<file path="src/sv/multitap_keypad_text_entry_defines.svh">
// ----------------------------------------------------------------------------
// multitap keypad text entry assertion macros
// shared property forms for the checks at the end of the top level
// ----------------------------------------------------------------------------
`ifndef MULTITAP_KEYPAD_TEXT_ENTRY_DEFINES_SVH
`define MULTITAP_KEYPAD_TEXT_ENTRY_DEFINES_SVH

// same-cycle implication, sampled on clk, off during reset
`define MKTE_ASSERT_IMP(label, ante, cons, msg) \
    label: assert property (@(posedge clk) disable iff (!rst_n) (ante) |-> (cons)) \
        else $error(msg);

// next-cycle implication, sampled on clk, off during reset
`define MKTE_ASSERT_NXT(label, ante, cons, msg) \
    label: assert property (@(posedge clk) disable iff (!rst_n) (ante) |=> (cons)) \
        else $error(msg);

`endif

</file>
<file path="src/sv/mkte_pkg.sv">
// ----------------------------------------------------------------------------
// mkte_pkg
// shared types, constants and key character tables for the text entry block
// ----------------------------------------------------------------------------
`default_nettype none

package mkte_pkg;

    localparam int MAX_TEXT_DEF = 64;

    localparam int CNT_W   = 7;
    localparam int POS_W   = 6;
    localparam int TAP_W   = 6;
    localparam int TIME_W  = 32;
    localparam int TMO_W   = 16;
    localparam int KEY_W   = 4;
    localparam int OP_W    = 3;
    localparam int CHAR_W  = 8;
    localparam int CFG_A_W = 2;
    localparam int CFG_D_W = 16;

    localparam logic [CNT_W-1:0] MAX_LEN_RST = 7'd64;
    localparam logic [TMO_W-1:0] TIMEOUT_RST = 16'd1000;
    localparam logic [KEY_W-1:0] KEY_MAX     = 4'd9;
    localparam logic [CHAR_W-1:0] ASCII_ZERO = 8'h30;

    // opcodes
    localparam logic [OP_W-1:0] OP_TAP     = 3'd0;
    localparam logic [OP_W-1:0] OP_LONG    = 3'd1;
    localparam logic [OP_W-1:0] OP_BACK    = 3'd2;
    localparam logic [OP_W-1:0] OP_TICK    = 3'd3;
    localparam logic [OP_W-1:0] OP_CONFIRM = 3'd4;

    // register indexes
    localparam logic [CFG_A_W-1:0] REG_MAX_LEN = 2'd0;
    localparam logic [CFG_A_W-1:0] REG_TIMEOUT = 2'd1;

    typedef struct packed {
        logic load_in;
        logic exec;
        logic rd_step;
    } dp_cmd_t;

    typedef struct packed {
        logic readout;
        logic rd_last;
    } dp_sts_t;

    // character lists, cp437
    localparam logic [7:0] KEY0_ROM [2] = '{8'h20, 8'h30};
    localparam logic [7:0] KEY1_ROM [47] = '{
        8'h2E, 8'h40, 8'h3F, 8'h21, 8'h2C, 8'h3B, 8'h3A, 8'h27, 8'h22, 8'h28,
        8'h29, 8'h2D, 8'h5F, 8'h23, 8'h24, 8'h25, 8'h26, 8'h2A, 8'h2B, 8'h3D,
        8'h2F, 8'h5C, 8'h3C, 8'h3E, 8'h5B, 8'h5D, 8'h7B, 8'h7D, 8'h7C, 8'h5E,
        8'h7E, 8'h60, 8'h31, 8'h9B, 8'h9C, 8'h9D, 8'hA8, 8'hAD, 8'hAE, 8'hAF,
        8'hAB, 8'hAC, 8'hF1, 8'hF8, 8'hFD, 8'hE6, 8'hF6};
    localparam logic [7:0] KEY2_ROM [18] = '{
        8'h61, 8'h62, 8'h63, 8'h41, 8'h42, 8'h43, 8'h32, 8'h84, 8'hA0, 8'h83,
        8'h85, 8'h86, 8'h91, 8'h8E, 8'h8F, 8'h92, 8'h87, 8'h80};
    localparam logic [7:0] KEY3_ROM [12] = '{
        8'h64, 8'h65, 8'h66, 8'h44, 8'h45, 8'h46, 8'h33, 8'h82, 8'h8A, 8'h88,
        8'h89, 8'h90};
    localparam logic [7:0] KEY4_ROM [11] = '{
        8'h67, 8'h68, 8'h69, 8'h47, 8'h48, 8'h49, 8'h34, 8'hA1, 8'h8D, 8'h8C,
        8'h8B};
    localparam logic [7:0] KEY5_ROM [7] = '{
        8'h6A, 8'h6B, 8'h6C, 8'h4A, 8'h4B, 8'h4C, 8'h35};
    localparam logic [7:0] KEY6_ROM [14] = '{
        8'h6D, 8'h6E, 8'h6F, 8'h4D, 8'h4E, 8'h4F, 8'h36, 8'hA2, 8'h95, 8'h93,
        8'h94, 8'h99, 8'hA4, 8'hA5};
    localparam logic [7:0] KEY7_ROM [10] = '{
        8'h70, 8'h71, 8'h72, 8'h73, 8'h50, 8'h51, 8'h52, 8'h53, 8'h37, 8'hE1};
    localparam logic [7:0] KEY8_ROM [12] = '{
        8'h74, 8'h75, 8'h76, 8'h54, 8'h55, 8'h56, 8'h38, 8'h81, 8'h9A, 8'hA3,
        8'h97, 8'h96};
    localparam logic [7:0] KEY9_ROM [10] = '{
        8'h77, 8'h78, 8'h79, 8'h7A, 8'h57, 8'h58, 8'h59, 8'h5A, 8'h39, 8'h98};

    function automatic logic [TAP_W-1:0] key_len(input logic [KEY_W-1:0] key);
        logic [TAP_W-1:0] len;
        case (key)
            4'd0:    len = 6'd2;
            4'd1:    len = 6'd47;
            4'd2:    len = 6'd18;
            4'd3:    len = 6'd12;
            4'd4:    len = 6'd11;
            4'd5:    len = 6'd7;
            4'd6:    len = 6'd14;
            4'd7:    len = 6'd10;
            4'd8:    len = 6'd12;
            4'd9:    len = 6'd10;
            default: len = 6'd1;
        endcase
        return len;
    endfunction

    function automatic logic [CHAR_W-1:0] key_char(input logic [KEY_W-1:0] key,
                                                   input logic [TAP_W-1:0] idx);
        logic [CHAR_W-1:0] c;
        c = 8'h00;
        if (idx < key_len(key))
        begin
            case (key)
                4'd0:    c = KEY0_ROM[idx[0]];
                4'd1:    c = KEY1_ROM[idx];
                4'd2:    c = KEY2_ROM[idx[4:0]];
                4'd3:    c = KEY3_ROM[idx[3:0]];
                4'd4:    c = KEY4_ROM[idx[3:0]];
                4'd5:    c = KEY5_ROM[idx[2:0]];
                4'd6:    c = KEY6_ROM[idx[3:0]];
                4'd7:    c = KEY7_ROM[idx[3:0]];
                4'd8:    c = KEY8_ROM[idx[3:0]];
                4'd9:    c = KEY9_ROM[idx[3:0]];
                default: c = 8'h00;
            endcase
        end
        return c;
    endfunction

endpackage

`default_nettype wire

</file>
<file path="src/sv/mkte_ctrl.sv">
// ----------------------------------------------------------------------------
// mkte_ctrl
// sequencer: takes one item, runs the edit step, then streams any readout
// ----------------------------------------------------------------------------
`default_nettype none

module mkte_ctrl
    import mkte_pkg::*;
(
    input  wire logic    clk,
    input  wire logic    rst_n,
    input  wire logic    in_valid,
    output logic         in_ready,
    output logic         out_valid,
    input  wire logic    out_ready,
    input  wire dp_sts_t sts,
    output dp_cmd_t      cmd
);

    typedef enum logic [2:0] {
        ST_IDLE = 3'b001,
        ST_EXEC = 3'b010,
        ST_READ = 3'b100
    } state_t;

    state_t state_reg, state_next;
    logic   out_valid_reg, out_valid_next;
    logic   slot_free;

    assign slot_free = !out_valid_reg || out_ready;
    assign out_valid = out_valid_reg;
    assign in_ready  = (state_reg == ST_IDLE);

    always_comb
    begin
        state_next     = state_reg;
        cmd            = '0;
        out_valid_next = out_valid_reg && !out_ready;
        unique case (state_reg)
            ST_IDLE:
            begin
                if (in_valid)
                begin
                    cmd.load_in = 1'b1;
                    state_next  = ST_EXEC;
                end
            end
            ST_EXEC:
            begin
                if (slot_free)
                begin
                    cmd.exec = 1'b1;
                    if (sts.readout)
                    begin
                        state_next = ST_READ;
                    end
                    else
                    begin
                        out_valid_next = 1'b1;
                        state_next     = ST_IDLE;
                    end
                end
            end
            ST_READ:
            begin
                if (slot_free)
                begin
                    cmd.rd_step    = 1'b1;
                    out_valid_next = 1'b1;
                    if (sts.rd_last)
                    begin
                        state_next = ST_IDLE;
                    end
                end
            end
            default:
            begin
                state_next = ST_IDLE;
            end
        endcase
    end

    always_ff @(posedge clk or negedge rst_n)
    begin
        if (!rst_n)
        begin
            state_reg     <= ST_IDLE;
            out_valid_reg <= 1'b0;
        end
        else
        begin
            state_reg     <= state_next;
            out_valid_reg <= out_valid_next;
        end
    end

endmodule

`default_nettype wire

</file>
<file path="src/sv/mkte_dp.sv">
// ----------------------------------------------------------------------------
// mkte_dp
// edit state, text buffer, key tables and the result register
// ----------------------------------------------------------------------------
`default_nettype none

module mkte_dp
    import mkte_pkg::*;
#(
    parameter int MAX_TEXT = MAX_TEXT_DEF
)
(
    input  wire logic               clk,
    input  wire logic               rst_n,
    input  wire logic               cfg_we,
    input  wire logic [CFG_A_W-1:0] cfg_addr,
    input  wire logic [CFG_D_W-1:0] cfg_data,
    input  wire logic [OP_W-1:0]    in_opcode,
    input  wire logic [KEY_W-1:0]   in_key,
    input  wire logic [TIME_W-1:0]  in_now,
    input  wire dp_cmd_t            cmd,
    output dp_sts_t                 sts,
    output logic                    res_kind,
    output logic [CHAR_W-1:0]       res_char,
    output logic [POS_W-1:0]        res_pos,
    output logic [CNT_W-1:0]        res_len,
    output logic                    res_cursor,
    output logic                    res_valid,
    output logic                    res_full,
    output logic                    res_last
);

    localparam int IDX_W = (MAX_TEXT > 1) ? $clog2(MAX_TEXT) : 1;
    localparam logic [CNT_W-1:0] MAX_CNT = CNT_W'(MAX_TEXT);

    // configuration
    logic [CNT_W-1:0]  max_len_reg;
    logic [TMO_W-1:0]  timeout_reg;

    // latched item
    logic [OP_W-1:0]   op_reg;
    logic [KEY_W-1:0]  key_reg;
    logic [TIME_W-1:0] now_reg;
    logic              timed_out_reg;

    // edit state
    logic [CNT_W-1:0]  count_reg, count_next;
    logic              pend_reg, pend_next;
    logic [KEY_W-1:0]  digit_reg, digit_next;
    logic [TAP_W-1:0]  tap_reg, tap_next;
    logic [TIME_W-1:0] press_reg, press_next;
    logic              cyc_reg, cyc_next;

    // readout walk
    logic [CNT_W-1:0]  idx_reg, idx_next;
    logic [CHAR_W-1:0] rd_data_reg;
    logic [CHAR_W-1:0] mem [MAX_TEXT];

    // step decode
    logic [CNT_W-1:0]  cap;
    logic              same;
    logic [TAP_W-1:0]  tap_inc;
    logic              wr_en;
    logic [CNT_W-1:0]  wr_pos;
    logic [CHAR_W-1:0] wr_code;
    logic              st_full;
    logic [CHAR_W-1:0] digit_code;

    assign cap        = (max_len_reg > MAX_CNT) ? MAX_CNT : max_len_reg;
    assign same       = pend_reg && (digit_reg == key_reg);
    assign tap_inc    = tap_reg + 6'd1;
    assign digit_code = ASCII_ZERO + {4'b0000, key_reg};

    assign sts.readout = (op_reg == OP_CONFIRM) && (count_reg != '0);
    assign sts.rd_last = ((idx_reg + 7'd1) == count_reg);

    always_comb
    begin
        count_next = count_reg;
        pend_next  = pend_reg;
        digit_next = digit_reg;
        tap_next   = tap_reg;
        press_next = press_reg;
        cyc_next   = cyc_reg;
        wr_en      = 1'b0;
        wr_pos     = '0;
        wr_code    = '0;
        st_full    = 1'b0;
        case (op_reg)
            OP_TAP:
            begin
                if (key_reg <= KEY_MAX)
                begin
                    if (same && !timed_out_reg && (count_reg != '0))
                    begin
                        tap_next = (tap_inc >= key_len(key_reg)) ? '0 : tap_inc;
                        wr_en    = 1'b1;
                        wr_pos   = count_reg - 7'd1;
                        wr_code  = key_char(key_reg, tap_next);
                        cyc_next = 1'b1;
                    end
                    else if (count_reg < cap)
                    begin
                        wr_en      = 1'b1;
                        wr_pos     = count_reg;
                        wr_code    = key_char(key_reg, '0);
                        count_next = count_reg + 7'd1;
                        tap_next   = '0;
                        cyc_next   = 1'b1;
                    end
                    else
                    begin
                        st_full = 1'b1;
                    end
                    pend_next  = 1'b1;
                    digit_next = key_reg;
                    press_next = now_reg;
                end
            end
            OP_LONG:
            begin
                if (key_reg <= KEY_MAX)
                begin
                    // a long press always commits whatever was cycling
                    if (pend_reg)
                    begin
                        pend_next = 1'b0;
                        cyc_next  = 1'b0;
                    end
                    if (same && (count_reg != '0))
                    begin
                        wr_en   = 1'b1;
                        wr_pos  = count_reg - 7'd1;
                        wr_code = digit_code;
                    end
                    else if (count_reg < cap)
                    begin
                        wr_en      = 1'b1;
                        wr_pos     = count_reg;
                        wr_code    = digit_code;
                        count_next = count_reg + 7'd1;
                    end
                    else
                    begin
                        st_full = 1'b1;
                    end
                end
            end
            OP_BACK:
            begin
                if (count_reg != '0)
                begin
                    count_next = count_reg - 7'd1;
                    pend_next  = 1'b0;
                    cyc_next   = 1'b0;
                end
            end
            OP_TICK:
            begin
                if (pend_reg && timed_out_reg)
                begin
                    pend_next = 1'b0;
                    cyc_next  = 1'b0;
                end
            end
            OP_CONFIRM:
            begin
                if (pend_reg)
                begin
                    pend_next = 1'b0;
                    cyc_next  = 1'b0;
                end
            end
            default:
            begin
                count_next = count_reg;
            end
        endcase
    end

    always_comb
    begin
        idx_next = idx_reg;
        if (cmd.exec)
        begin
            idx_next = '0;
        end
        else if (cmd.rd_step)
        begin
            idx_next = idx_reg + 7'd1;
        end
    end

    always_ff @(posedge clk or negedge rst_n)
    begin
        if (!rst_n)
        begin
            max_len_reg <= MAX_LEN_RST;
            timeout_reg <= TIMEOUT_RST;
            count_reg   <= '0;
            pend_reg    <= 1'b0;
            digit_reg   <= '0;
            tap_reg     <= '0;
            press_reg   <= '0;
            cyc_reg     <= 1'b0;
            idx_reg     <= '0;
        end
        else
        begin
            if (cfg_we)
            begin
                case (cfg_addr)
                    REG_MAX_LEN: max_len_reg <= cfg_data[CNT_W-1:0];
                    REG_TIMEOUT: timeout_reg <= cfg_data[TMO_W-1:0];
                    default:     max_len_reg <= max_len_reg;
                endcase
            end
            if (cmd.exec)
            begin
                count_reg <= count_next;
                pend_reg  <= pend_next;
                digit_reg <= digit_next;
                tap_reg   <= tap_next;
                press_reg <= press_next;
                cyc_reg   <= cyc_next;
            end
            idx_reg <= idx_next;
        end
    end

    // item latch; elapsed time is compared here so the step cycle stays short
    always_ff @(posedge clk)
    begin
        if (cmd.load_in)
        begin
            op_reg        <= in_opcode;
            key_reg       <= in_key;
            now_reg       <= in_now;
            timed_out_reg <= (in_now - press_reg) > {16'h0000, timeout_reg};
        end
    end

    // text buffer, one write and one registered read port
    always_ff @(posedge clk)
    begin
        if (cmd.exec && wr_en)
        begin
            mem[wr_pos[IDX_W-1:0]] <= wr_code;
        end
        if (idx_next < MAX_CNT)
        begin
            rd_data_reg <= mem[idx_next[IDX_W-1:0]];
        end
    end

    // result register
    always_ff @(posedge clk)
    begin
        if (cmd.exec && !sts.readout)
        begin
            res_kind   <= 1'b0;
            res_char   <= wr_en ? wr_code : '0;
            res_pos    <= wr_en ? wr_pos[POS_W-1:0] : '0;
            res_len    <= count_next;
            res_cursor <= cyc_next;
            res_valid  <= wr_en;
            res_full   <= st_full;
            res_last   <= 1'b1;
        end
        else if (cmd.rd_step)
        begin
            res_kind   <= 1'b1;
            res_char   <= rd_data_reg;
            res_pos    <= idx_reg[POS_W-1:0];
            res_len    <= count_reg;
            res_cursor <= cyc_reg;
            res_valid  <= 1'b1;
            res_full   <= 1'b0;
            res_last   <= sts.rd_last;
        end
    end

endmodule

`default_nettype wire

</file>
<file path="src/sv/multitap_keypad_text_entry.sv">
// ----------------------------------------------------------------------------
// multitap_keypad_text_entry
// multi-tap keypad text editor with confirm readout
//
// input stream: one key event per item (opcode in tuser, key and ms time
// in tdata). output stream: one status item per event, or for a confirm
// with text one item per stored character, tlast on the final one.
// config channel writes max_len (index 0) and the tap timeout in ms
// (index 1); write only while the block is idle.
// flow: a taken event is latched, then the edit step writes its status item
// to the result register once the output slot is free. a confirm readout
// follows the edit step and streams one character per cycle while the output
// takes them. the input takes the next event once the previous one has been
// fully handed to the output register, so it stays closed during a readout.
// reset: empty text, nothing pending, max_len 64, tap timeout 1000 ms; the
// buffer itself is not cleared.
// output stall: the result register holds until taken and the sequencer
// waits, so no item is lost or repeated.
// ----------------------------------------------------------------------------
`default_nettype none

`include "multitap_keypad_text_entry_defines.svh"

module multitap_keypad_text_entry
    import mkte_pkg::*;
#(
    parameter int MAX_TEXT = MAX_TEXT_DEF
)
(
    input  wire logic               clk,
    input  wire logic               rst_n,
    // input events
    input  wire logic               s_axis_tvalid,
    output logic                    s_axis_tready,
    input  wire logic [39:0]        s_axis_tdata,  // key_digit[3:0], now_ms[35:4], zero pad
    input  wire logic [2:0]         s_axis_tuser,  // opcode[2:0]
    // results
    output logic                    m_axis_tvalid,
    input  wire logic               m_axis_tready,
    output logic [23:0]             m_axis_tdata,  // char_code[7:0], position[13:8],
                                                   // text_length[20:14], cursor_on[21],
                                                   // char_valid[22], full_error[23]
    output logic                    m_axis_tuser,  // result_kind
    output logic                    m_axis_tlast,  // last
    // register writes
    input  wire logic               cfg_valid,
    output logic                    cfg_ready,
    input  wire logic [CFG_A_W-1:0] cfg_addr,
    input  wire logic [CFG_D_W-1:0] cfg_data
);

    dp_cmd_t           dp_cmd;
    dp_sts_t           dp_sts;
    logic [CHAR_W-1:0] res_char;
    logic [POS_W-1:0]  res_pos;
    logic [CNT_W-1:0]  res_len;
    logic              res_cursor;
    logic              res_valid;
    logic              res_full;

    // registers are always writable; the user keeps writes to idle time
    assign cfg_ready = 1'b1;

    mkte_ctrl u_ctrl (
        .clk       (clk),
        .rst_n     (rst_n),
        .in_valid  (s_axis_tvalid),
        .in_ready  (s_axis_tready),
        .out_valid (m_axis_tvalid),
        .out_ready (m_axis_tready),
        .sts       (dp_sts),
        .cmd       (dp_cmd)
    );

    mkte_dp #(
        .MAX_TEXT (MAX_TEXT)
    ) u_dp (
        .clk        (clk),
        .rst_n      (rst_n),
        .cfg_we     (cfg_valid),
        .cfg_addr   (cfg_addr),
        .cfg_data   (cfg_data),
        .in_opcode  (s_axis_tuser),
        .in_key     (s_axis_tdata[3:0]),
        .in_now     (s_axis_tdata[35:4]),
        .cmd        (dp_cmd),
        .sts        (dp_sts),
        .res_kind   (m_axis_tuser),
        .res_char   (res_char),
        .res_pos    (res_pos),
        .res_len    (res_len),
        .res_cursor (res_cursor),
        .res_valid  (res_valid),
        .res_full   (res_full),
        .res_last   (m_axis_tlast)
    );

    // pack result fields, lowest first
    assign m_axis_tdata = {res_full, res_valid, res_cursor, res_len, res_pos, res_char};

    // the edit step and a readout step never fire together
    `MKTE_ASSERT_IMP(a_one_cmd, dp_cmd.exec, !dp_cmd.rd_step, "exec and readout step together")

    // one event at a time: after taking an event the input closes
    `MKTE_ASSERT_NXT(a_in_closes, s_axis_tvalid && s_axis_tready, !s_axis_tready,
        "input still open after an event was taken")

    // the final readout character sits at the end of the text
    `MKTE_ASSERT_IMP(a_rd_tail, m_axis_tvalid && m_axis_tuser && m_axis_tlast,
        ({1'b0, res_pos} + 7'd1) == res_len, "readout ended away from the text end")

endmodule

`default_nettype wire

</file>
<file path="config.mk">
export PLATFORM = sky130hd
export DESIGN_NAME = multitap_keypad_text_entry
export DESIGN_NICKNAME = d
export VERILOG_FILES = /design/src/sv/mkte_pkg.sv /design/src/sv/mkte_ctrl.sv /design/src/sv/mkte_dp.sv /design/src/sv/multitap_keypad_text_entry.sv
export VERILOG_INCLUDE_DIRS = /design/src /design/src/sv
export SDC_FILE = /design/constraint.sdc
export NUM_CORES = 1
export LEC_CHECK = 0
export BUFFER_PORTS_ARGS = -buffer_cell sky130_fd_sc_hd__buf_2
export CORE_UTILIZATION = 55
export DETAILED_ROUTE_END_ITERATION = 8
export PLACE_DENSITY = 0.72
export RECOVER_POWER = 25
export SYNTH_ARGS = -nofsm -noshare
export SYNTH_HDL_FRONTEND = slang
export SYNTH_HIERARCHICAL = 1
export SYNTH_SLANG_ARGS = --single-unit
</file>
<file path="constraint.sdc">
create_clock -name clk -period 7 [get_ports clk]
set_input_delay 1.4 -clock clk [delete_from_list [all_inputs] [get_ports clk]]
set_output_delay 1.4 -clock clk [all_outputs]
set_load 0.01 [all_outputs]
</file>
# Word level (Yosys, flattened, before mapping)
# Memories as Yosys holds them, arrays and structs flattened. A register that Yosys moved wholly into a read port is not among the register bits.
# Index checks and enable logic that the tools add are counted.
# word_totals
in_bits	66
reg_bits	151
out_inout_bits	29
elab_cells	235
n_memories	14
romBits	2000
ramBits	512
# mem_list
name	depth	word_bits	rd	rd_ports_with_merged_regs	write_ports	line	text
(name not given)	64	8	1	0	0	mkte_pkg.sv:105	4'd1: c = KEY1_ROM[idx];
u_dp.mem	64	8	1	1	1	mkte_dp.sv:57	logic [CHAR_W-1:0] mem [MAX_TEXT];
(name not given)	32	8	1	0	0	mkte_pkg.sv:106	4'd2: c = KEY2_ROM[idx[4:0]];
(name not given)	16	8	1	0	0	mkte_pkg.sv:107	4'd3: c = KEY3_ROM[idx[3:0]];
(name not given)	16	8	1	0	0	mkte_pkg.sv:108	4'd4: c = KEY4_ROM[idx[3:0]];
(name not given)	16	8	1	0	0	mkte_pkg.sv:110	4'd6: c = KEY6_ROM[idx[3:0]];
+8 memories	n/a	n/a	n/a	n/a	n/a	n/a	
# op_classes
bitwise_logic	5
n_mux	120
eq_ne	27
reduce_logical	27
magnitude_cmp	13
add_sub_neg	6
# op_table
op	count
$mux 8	31
$mux 6	21
$pmux 8 s10	1
$mux 7	11
$mux 1	37
$gt 32x16->1	1
$sub 32x32->32	1
$pmux 7 s3	1
$eq 4x3->1 const B	4
$mux 4	4
$pmux 8 s2	1
$mux 3	5
$add 7x1->7 const B	2
$ne 2x1->1 const B	6
$pmux 6 s2	1
$pmux 1 s5	2
$eq 3x2->1 const B	3
$logic_and 1x1->1	9
$pmux 3 s3	1
$eq 4x2->1 const B	2
$eq 4x4->1 const B	2
$reduce_and 4->1	2
$add 6x4->7 const A	1
$eq 7x7->1	1
other kinds (38)	48

# Logic depth before layout (Yosys ltp)
# logic_depth
ltp_word	20
mapped_depth	23
mapped_depth_nobuf	22

# Hierarchy
# Netlist, hierarchy kept.
# modules_own_cells
mod	area_per_inst_um2	n_inst	cells_per_inst	seq_area_each_um2
mkte_dp	32253.4	1	2874	19872.8
mkte_ctrl	239.0	1	25	101.3
multitap_keypad_text_entry	33.8	1	5	0.0

# Worst setup path after synthesis
# Ideal clock, no wire load.
# synth_path
kind	input-to-reg
from	input port s_axis_tdata[4]
to	register u_dp.timed_out_reg (data pin)
arrival_ns	5.328
required_ns	6.737
path_buffers	0
stages	22
setup_time_ns	0.263
setup_slack_ns	1.409
cell_sequence	inv_1 > ha_1 > inv_1 > fa_1 > a211oi_1 > nor3_1 > o21ai_1 > nand2b_1 > a21oi_1 > o21bai_1 > a21oi_1 > xnor2_1 > ha_1 > nand4_1 > nor2_1 > and3_1 > a221oi_1 > o211ai_1 > a2111oi_0 > o2111ai_1 > or4_1 > a2111o_1
# synth_via
elab_chain_len	2
# synth_lines
item	line	text
start: declaration	multitap_keypad_text_entry.sv:35	input wire logic [39:0] s_axis_tdata,
$sub 32x32->32	mkte_dp.sv:239	timed_out_reg <= (in_now - press_reg) > {16'h0000, timeout_reg};
$gt 32x16->1	mkte_dp.sv:239	
end signal: assignment	mkte_dp.sv:239	
end: declaration	mkte_dp.sv:44	logic timed_out_reg;
# Every way passes these cells.
# A chain may end at the register's enable or synchronous reset.

==> flow_summary.yaml <==
run_status:
  outcome: "complete, but fails checks"
  violations: "capacitance limit, slew limit"
synth:
  yosys.area_share.adder_pct: 3.216
  yosysMostFrequentCell: "nand2_1"
  synth_top_flop_cell: "edfxtp_1"
  ys_top_cells_by_count: "631 x nand2_1, 584 x edfxtp_1, 162 x nand3_1"
  synthesis.area_um2: 32530
  async_flop_share_pct: 12.43
  synth_mux_area_share_pct: 2.639
  synth_compound_area_share_pct: 12.36
  synth_seq_area_share_pct: 61.41
  synth_edf_count: 584
  synth.area.top_cells: "edfxtp_1 54%, nand2_1 7.3%, dfrtp_1 5.9%"
  syn_nets: 3053
  synth_simple_gate_area_share_pct: 15.87
  synth_cell_types: 91
  avgSynthCellArea_um2: 11.20
  yosysTopAreaCell: "edfxtp_1"
  syn-instance-count: 2904
  synth_top_family_by_area: "simple AND/OR/NAND/NOR gates"
  ys_ff_latch: 684
  ys.warnings.count: 6
  synth_top_area_share_pct: 53.92
  synth_xor_xnor_area_share_pct: 1.177
setup_path:
  cp.arrival_ps: 6520
  r2r_cells: 16
  reg2reg_from: "u_dp/tap_reg[0]$_DFFE_PN0P_"
  setup.worst_path.end: "u_dp/rd_data_reg[4]$_DFFE_PN_"
  cp_data_required_time_ps: 7320
  worst-path-buf-inv: 4
  cp.depth: 13
  cpMaxStageDelayCell: "clkbuf_1"
  cp_max_fo: 49
  startpoint_type: "input pin"
  path_delay_family: "buffers and inverters"
  path_cells: "clkbuf_1 > nor2b_1 > nor3_1 > buf_4 > nand2_1 > xor2_4 > clkbuf_1 > nor2_4 > buf_4 > a311oi_1 > a211oi_1 > a211oi_1 > a21oi_1"
  cp_slowest_stage_delay_ps: 1850
  ff2ff_setup_slack_ps: 970
  r2r_end: "u_dp/mem[54][7]$_DFFE_PP_"
  critical_path_class: "in2reg"
  startpoint: "m_axis_tready"
  cp-end-kind: "flip-flop"
final_layout:
  synthToLayoutAreaGrowth_pct: 10.69
  antenna_cells: 0
  finalInstanceArea_um2: 36000
  fillerInstances: 4582
  drive_above_1_share_pct: 9.145
  final_nets: 3098
  ff_latch_area_um2: 19970
  largest_register_ffs: 512
  multi_input_area_um2: 11520
clock_tree:
  cts_root_buffer: "clkbuf_16"
  ctsHoldBuffers: 0
  htreeDepth: 3
  postCtsSetupRepairBufs: 0
  cts_tree: "yes"
  cts_buffer_depth: 3
  cts_sinks: 684
  numCtsBuffers: 73
  clkSlewWorstSetupHoldPaths_ps: 60
  clkLatencyLatePin_ps: 630
  cts_resized: 0
timing:
  rsz0062_at_grt: "false"
  tns_ps: 0
  fin_ws_ps: 808.7
  post-route-min-period_ps: 6191
  setup_violations: 0
  hold_viol_final: 0
  fmax_ghz: 0.1615
  slew_violations: 218
  worst_pin_slew_ps: 3724
  relSlewSlack_pct: -148.2
  skew_ps: 39.41
  period_share_pct: 88.45
global_routing:
  grt_overflow: 0
  grt_pass1_vias: 22570
  grt_usage_pct: 27.77
  grt_pass1_wl_mm: 128.9
  grt_max_degree: 110
  antenna_found_initial: 1
detailed_routing:
  drt_iter0_drc: 2344
  num_vias: 23560
  ant_nets: 0
  post_drt_wl_per_cell_um: 22.30
  drt-vias-per-instance: 6.245
  post-route-drc-count: 0
  dr.pass1.iters: 6
  wl_mm: 84.13
die:
  start_util_pct: 56.05
  dieArea_um2: 60120
  die_y_um: 245.2
  die_x_um: 245.2
  io_pins: 95
  placementRows: 88
  core-area_um2: 58030
place:
  gp_congestion: 0.9540
  io_buffers: 89
  pre_cts_ws_ps: 717.3
  place_area_um2: 33810
  hpwlAfterDp_mm: 53.50
run:
  cap_violations: 6
pwr:
  peakVddDrop_mv: 0.3616
  powerDensity_nw_per_um2: 347.9
  power_mw: 12.53
  p_leak_nw: 13.15
worst_hold_path:
  hold_class: "reg2reg"
## area by class of cell
type | count | area share, %
Tap cell | 765 | 2.658
Timing Repair Buffer | 149 | 2.394
Clock inverter | 43 | 1.182
Inverter | 88 | 0.9313
Sequential cell | 684 | 55.48
Clock buffer | 90 | 5.369
Multi-Input combinational cell | 1953 | 31.99
## cells in the final DEF (no fill, tap or decap), drive strengths merged, types with 7 or more instances in the layout
cell type / Yosys / routed
nand2: 631 / 631
edfxtp: 584 / 584
nand3: 162 / 162
clkbuf: 127 / 161
nor2: 155 / 155
a21oi: 122 / 122
a311oi: 102 / 102
o21ai: 101 / 101
inv: 88 / 92
ha: 82 / 82
buf: 52 / 78
dfrtp: 77 / 77
and3: 74 / 74
mux2: 62 / 62
a211oi: 49 / 49
a31oi: 44 / 44
nor3: 35 / 35
clkinv: 0 / 34
nand2b: 25 / 25
xnor2: 23 / 23
a21o: 20 / 20
xor2: 19 / 19
nor2b: 17 / 17
mux2i: 16 / 16
dfxtp: 15 / 15
o31ai: 14 / 14
o211ai: 14 / 14
o21a: 13 / 13
or3: 13 / 13
a221oi: 11 / 11
o21bai: 10 / 10
nand4: 10 / 10
a22o: 10 / 10
nor4: 9 / 9
a22oi: 8 / 8
o22ai: 8 / 8
dfstp: 8 / 8
nand3b: 7 / 7
o311ai: 7 / 7
## worst reg2reg max path, cell delays in order, from the launching register on
cell and delay [ps]:
dfrtp_1 600, ha_1 290, nand3_1 110, xor2_1 190
inv_1 150, ha_1 340, a21o_1 220, a21oi_1 320
a21boi_0 510, clkbuf_1 360, nand2_1 270, inv_1 240
ha_1 280, a21oi_1 180, o211ai_1 240, nor2_1 1200
buf_4 390
## power breakdown
part / switching (mW) / total, mW / internal, mW
Sequential: 0.158 / 4.84 / 4.68
Combinational: 2.67 / 3.92 / 1.25
Clock: 1.60 / 3.77 / 2.18
Total: 4.43 / 12.5 / 8.10
## metrics by stage
step | cells | hold slack, ps | util (%)
4_1_cts | 3772 | 466.8 | 62.33
3_5_place_dp | 3639 | 464.1 | 58.27
6_report | 3772 | 462.4 | 62.05
5_1_grt | 3772 | 495.7 | 62.05
2_1_floorplan | 2904 | 455.5 | -
3_3_place_gp | 3639 | 436.6 | 58.27
## layer usage
layer	share of wire, %	vias to the layer above	global-route usage (%)	wire, um
li1	-	10820	-	-
met1	42	11550	38.14	35110
met2	47	1031	45.31	39900
met3	7.9	161	4.417	6607
met4	3.0	2	8.860	2505
met5	0.0048	-	0	4
## worst min-delay path by stage
stage,startpoint,end,slack (ps),depth (start not counted)
final,u_dp/now_reg[4]$_DFFE_PP_,u_dp/press_reg[4]$_DFFE_PN0P_,460,1
after global routing,u_dp/now_reg[5]$_DFFE_PP_,u_dp/press_reg[5]$_DFFE_PN0P_,500,1
after CTS,u_dp/now_reg[4]$_DFFE_PP_,u_dp/press_reg[4]$_DFFE_PN0P_,470,1
after detailed placement,u_dp/now_reg[3]$_DFFE_PP_,u_dp/press_reg[3]$_DFFE_PN0P_,460,1
after global placement,u_dp/res_kind$_SDFFE_PP0P_,u_dp/res_kind$_SDFFE_PP0P_,440,1
after floorplan,u_dp/now_reg[0]$_DFFE_PP_,u_dp/press_reg[0]$_DFFE_PN0P_,460,1
## kinds of logic after synthesis
logic type | count (synthesis)
compound gates | 582
fa+ha+maj | 83
mux | 78
buf+inv | 267
other cells | 1
xor+xnor | 42
simple gates | 1167
flops | 684
Power figures use the tool's default switching activity.
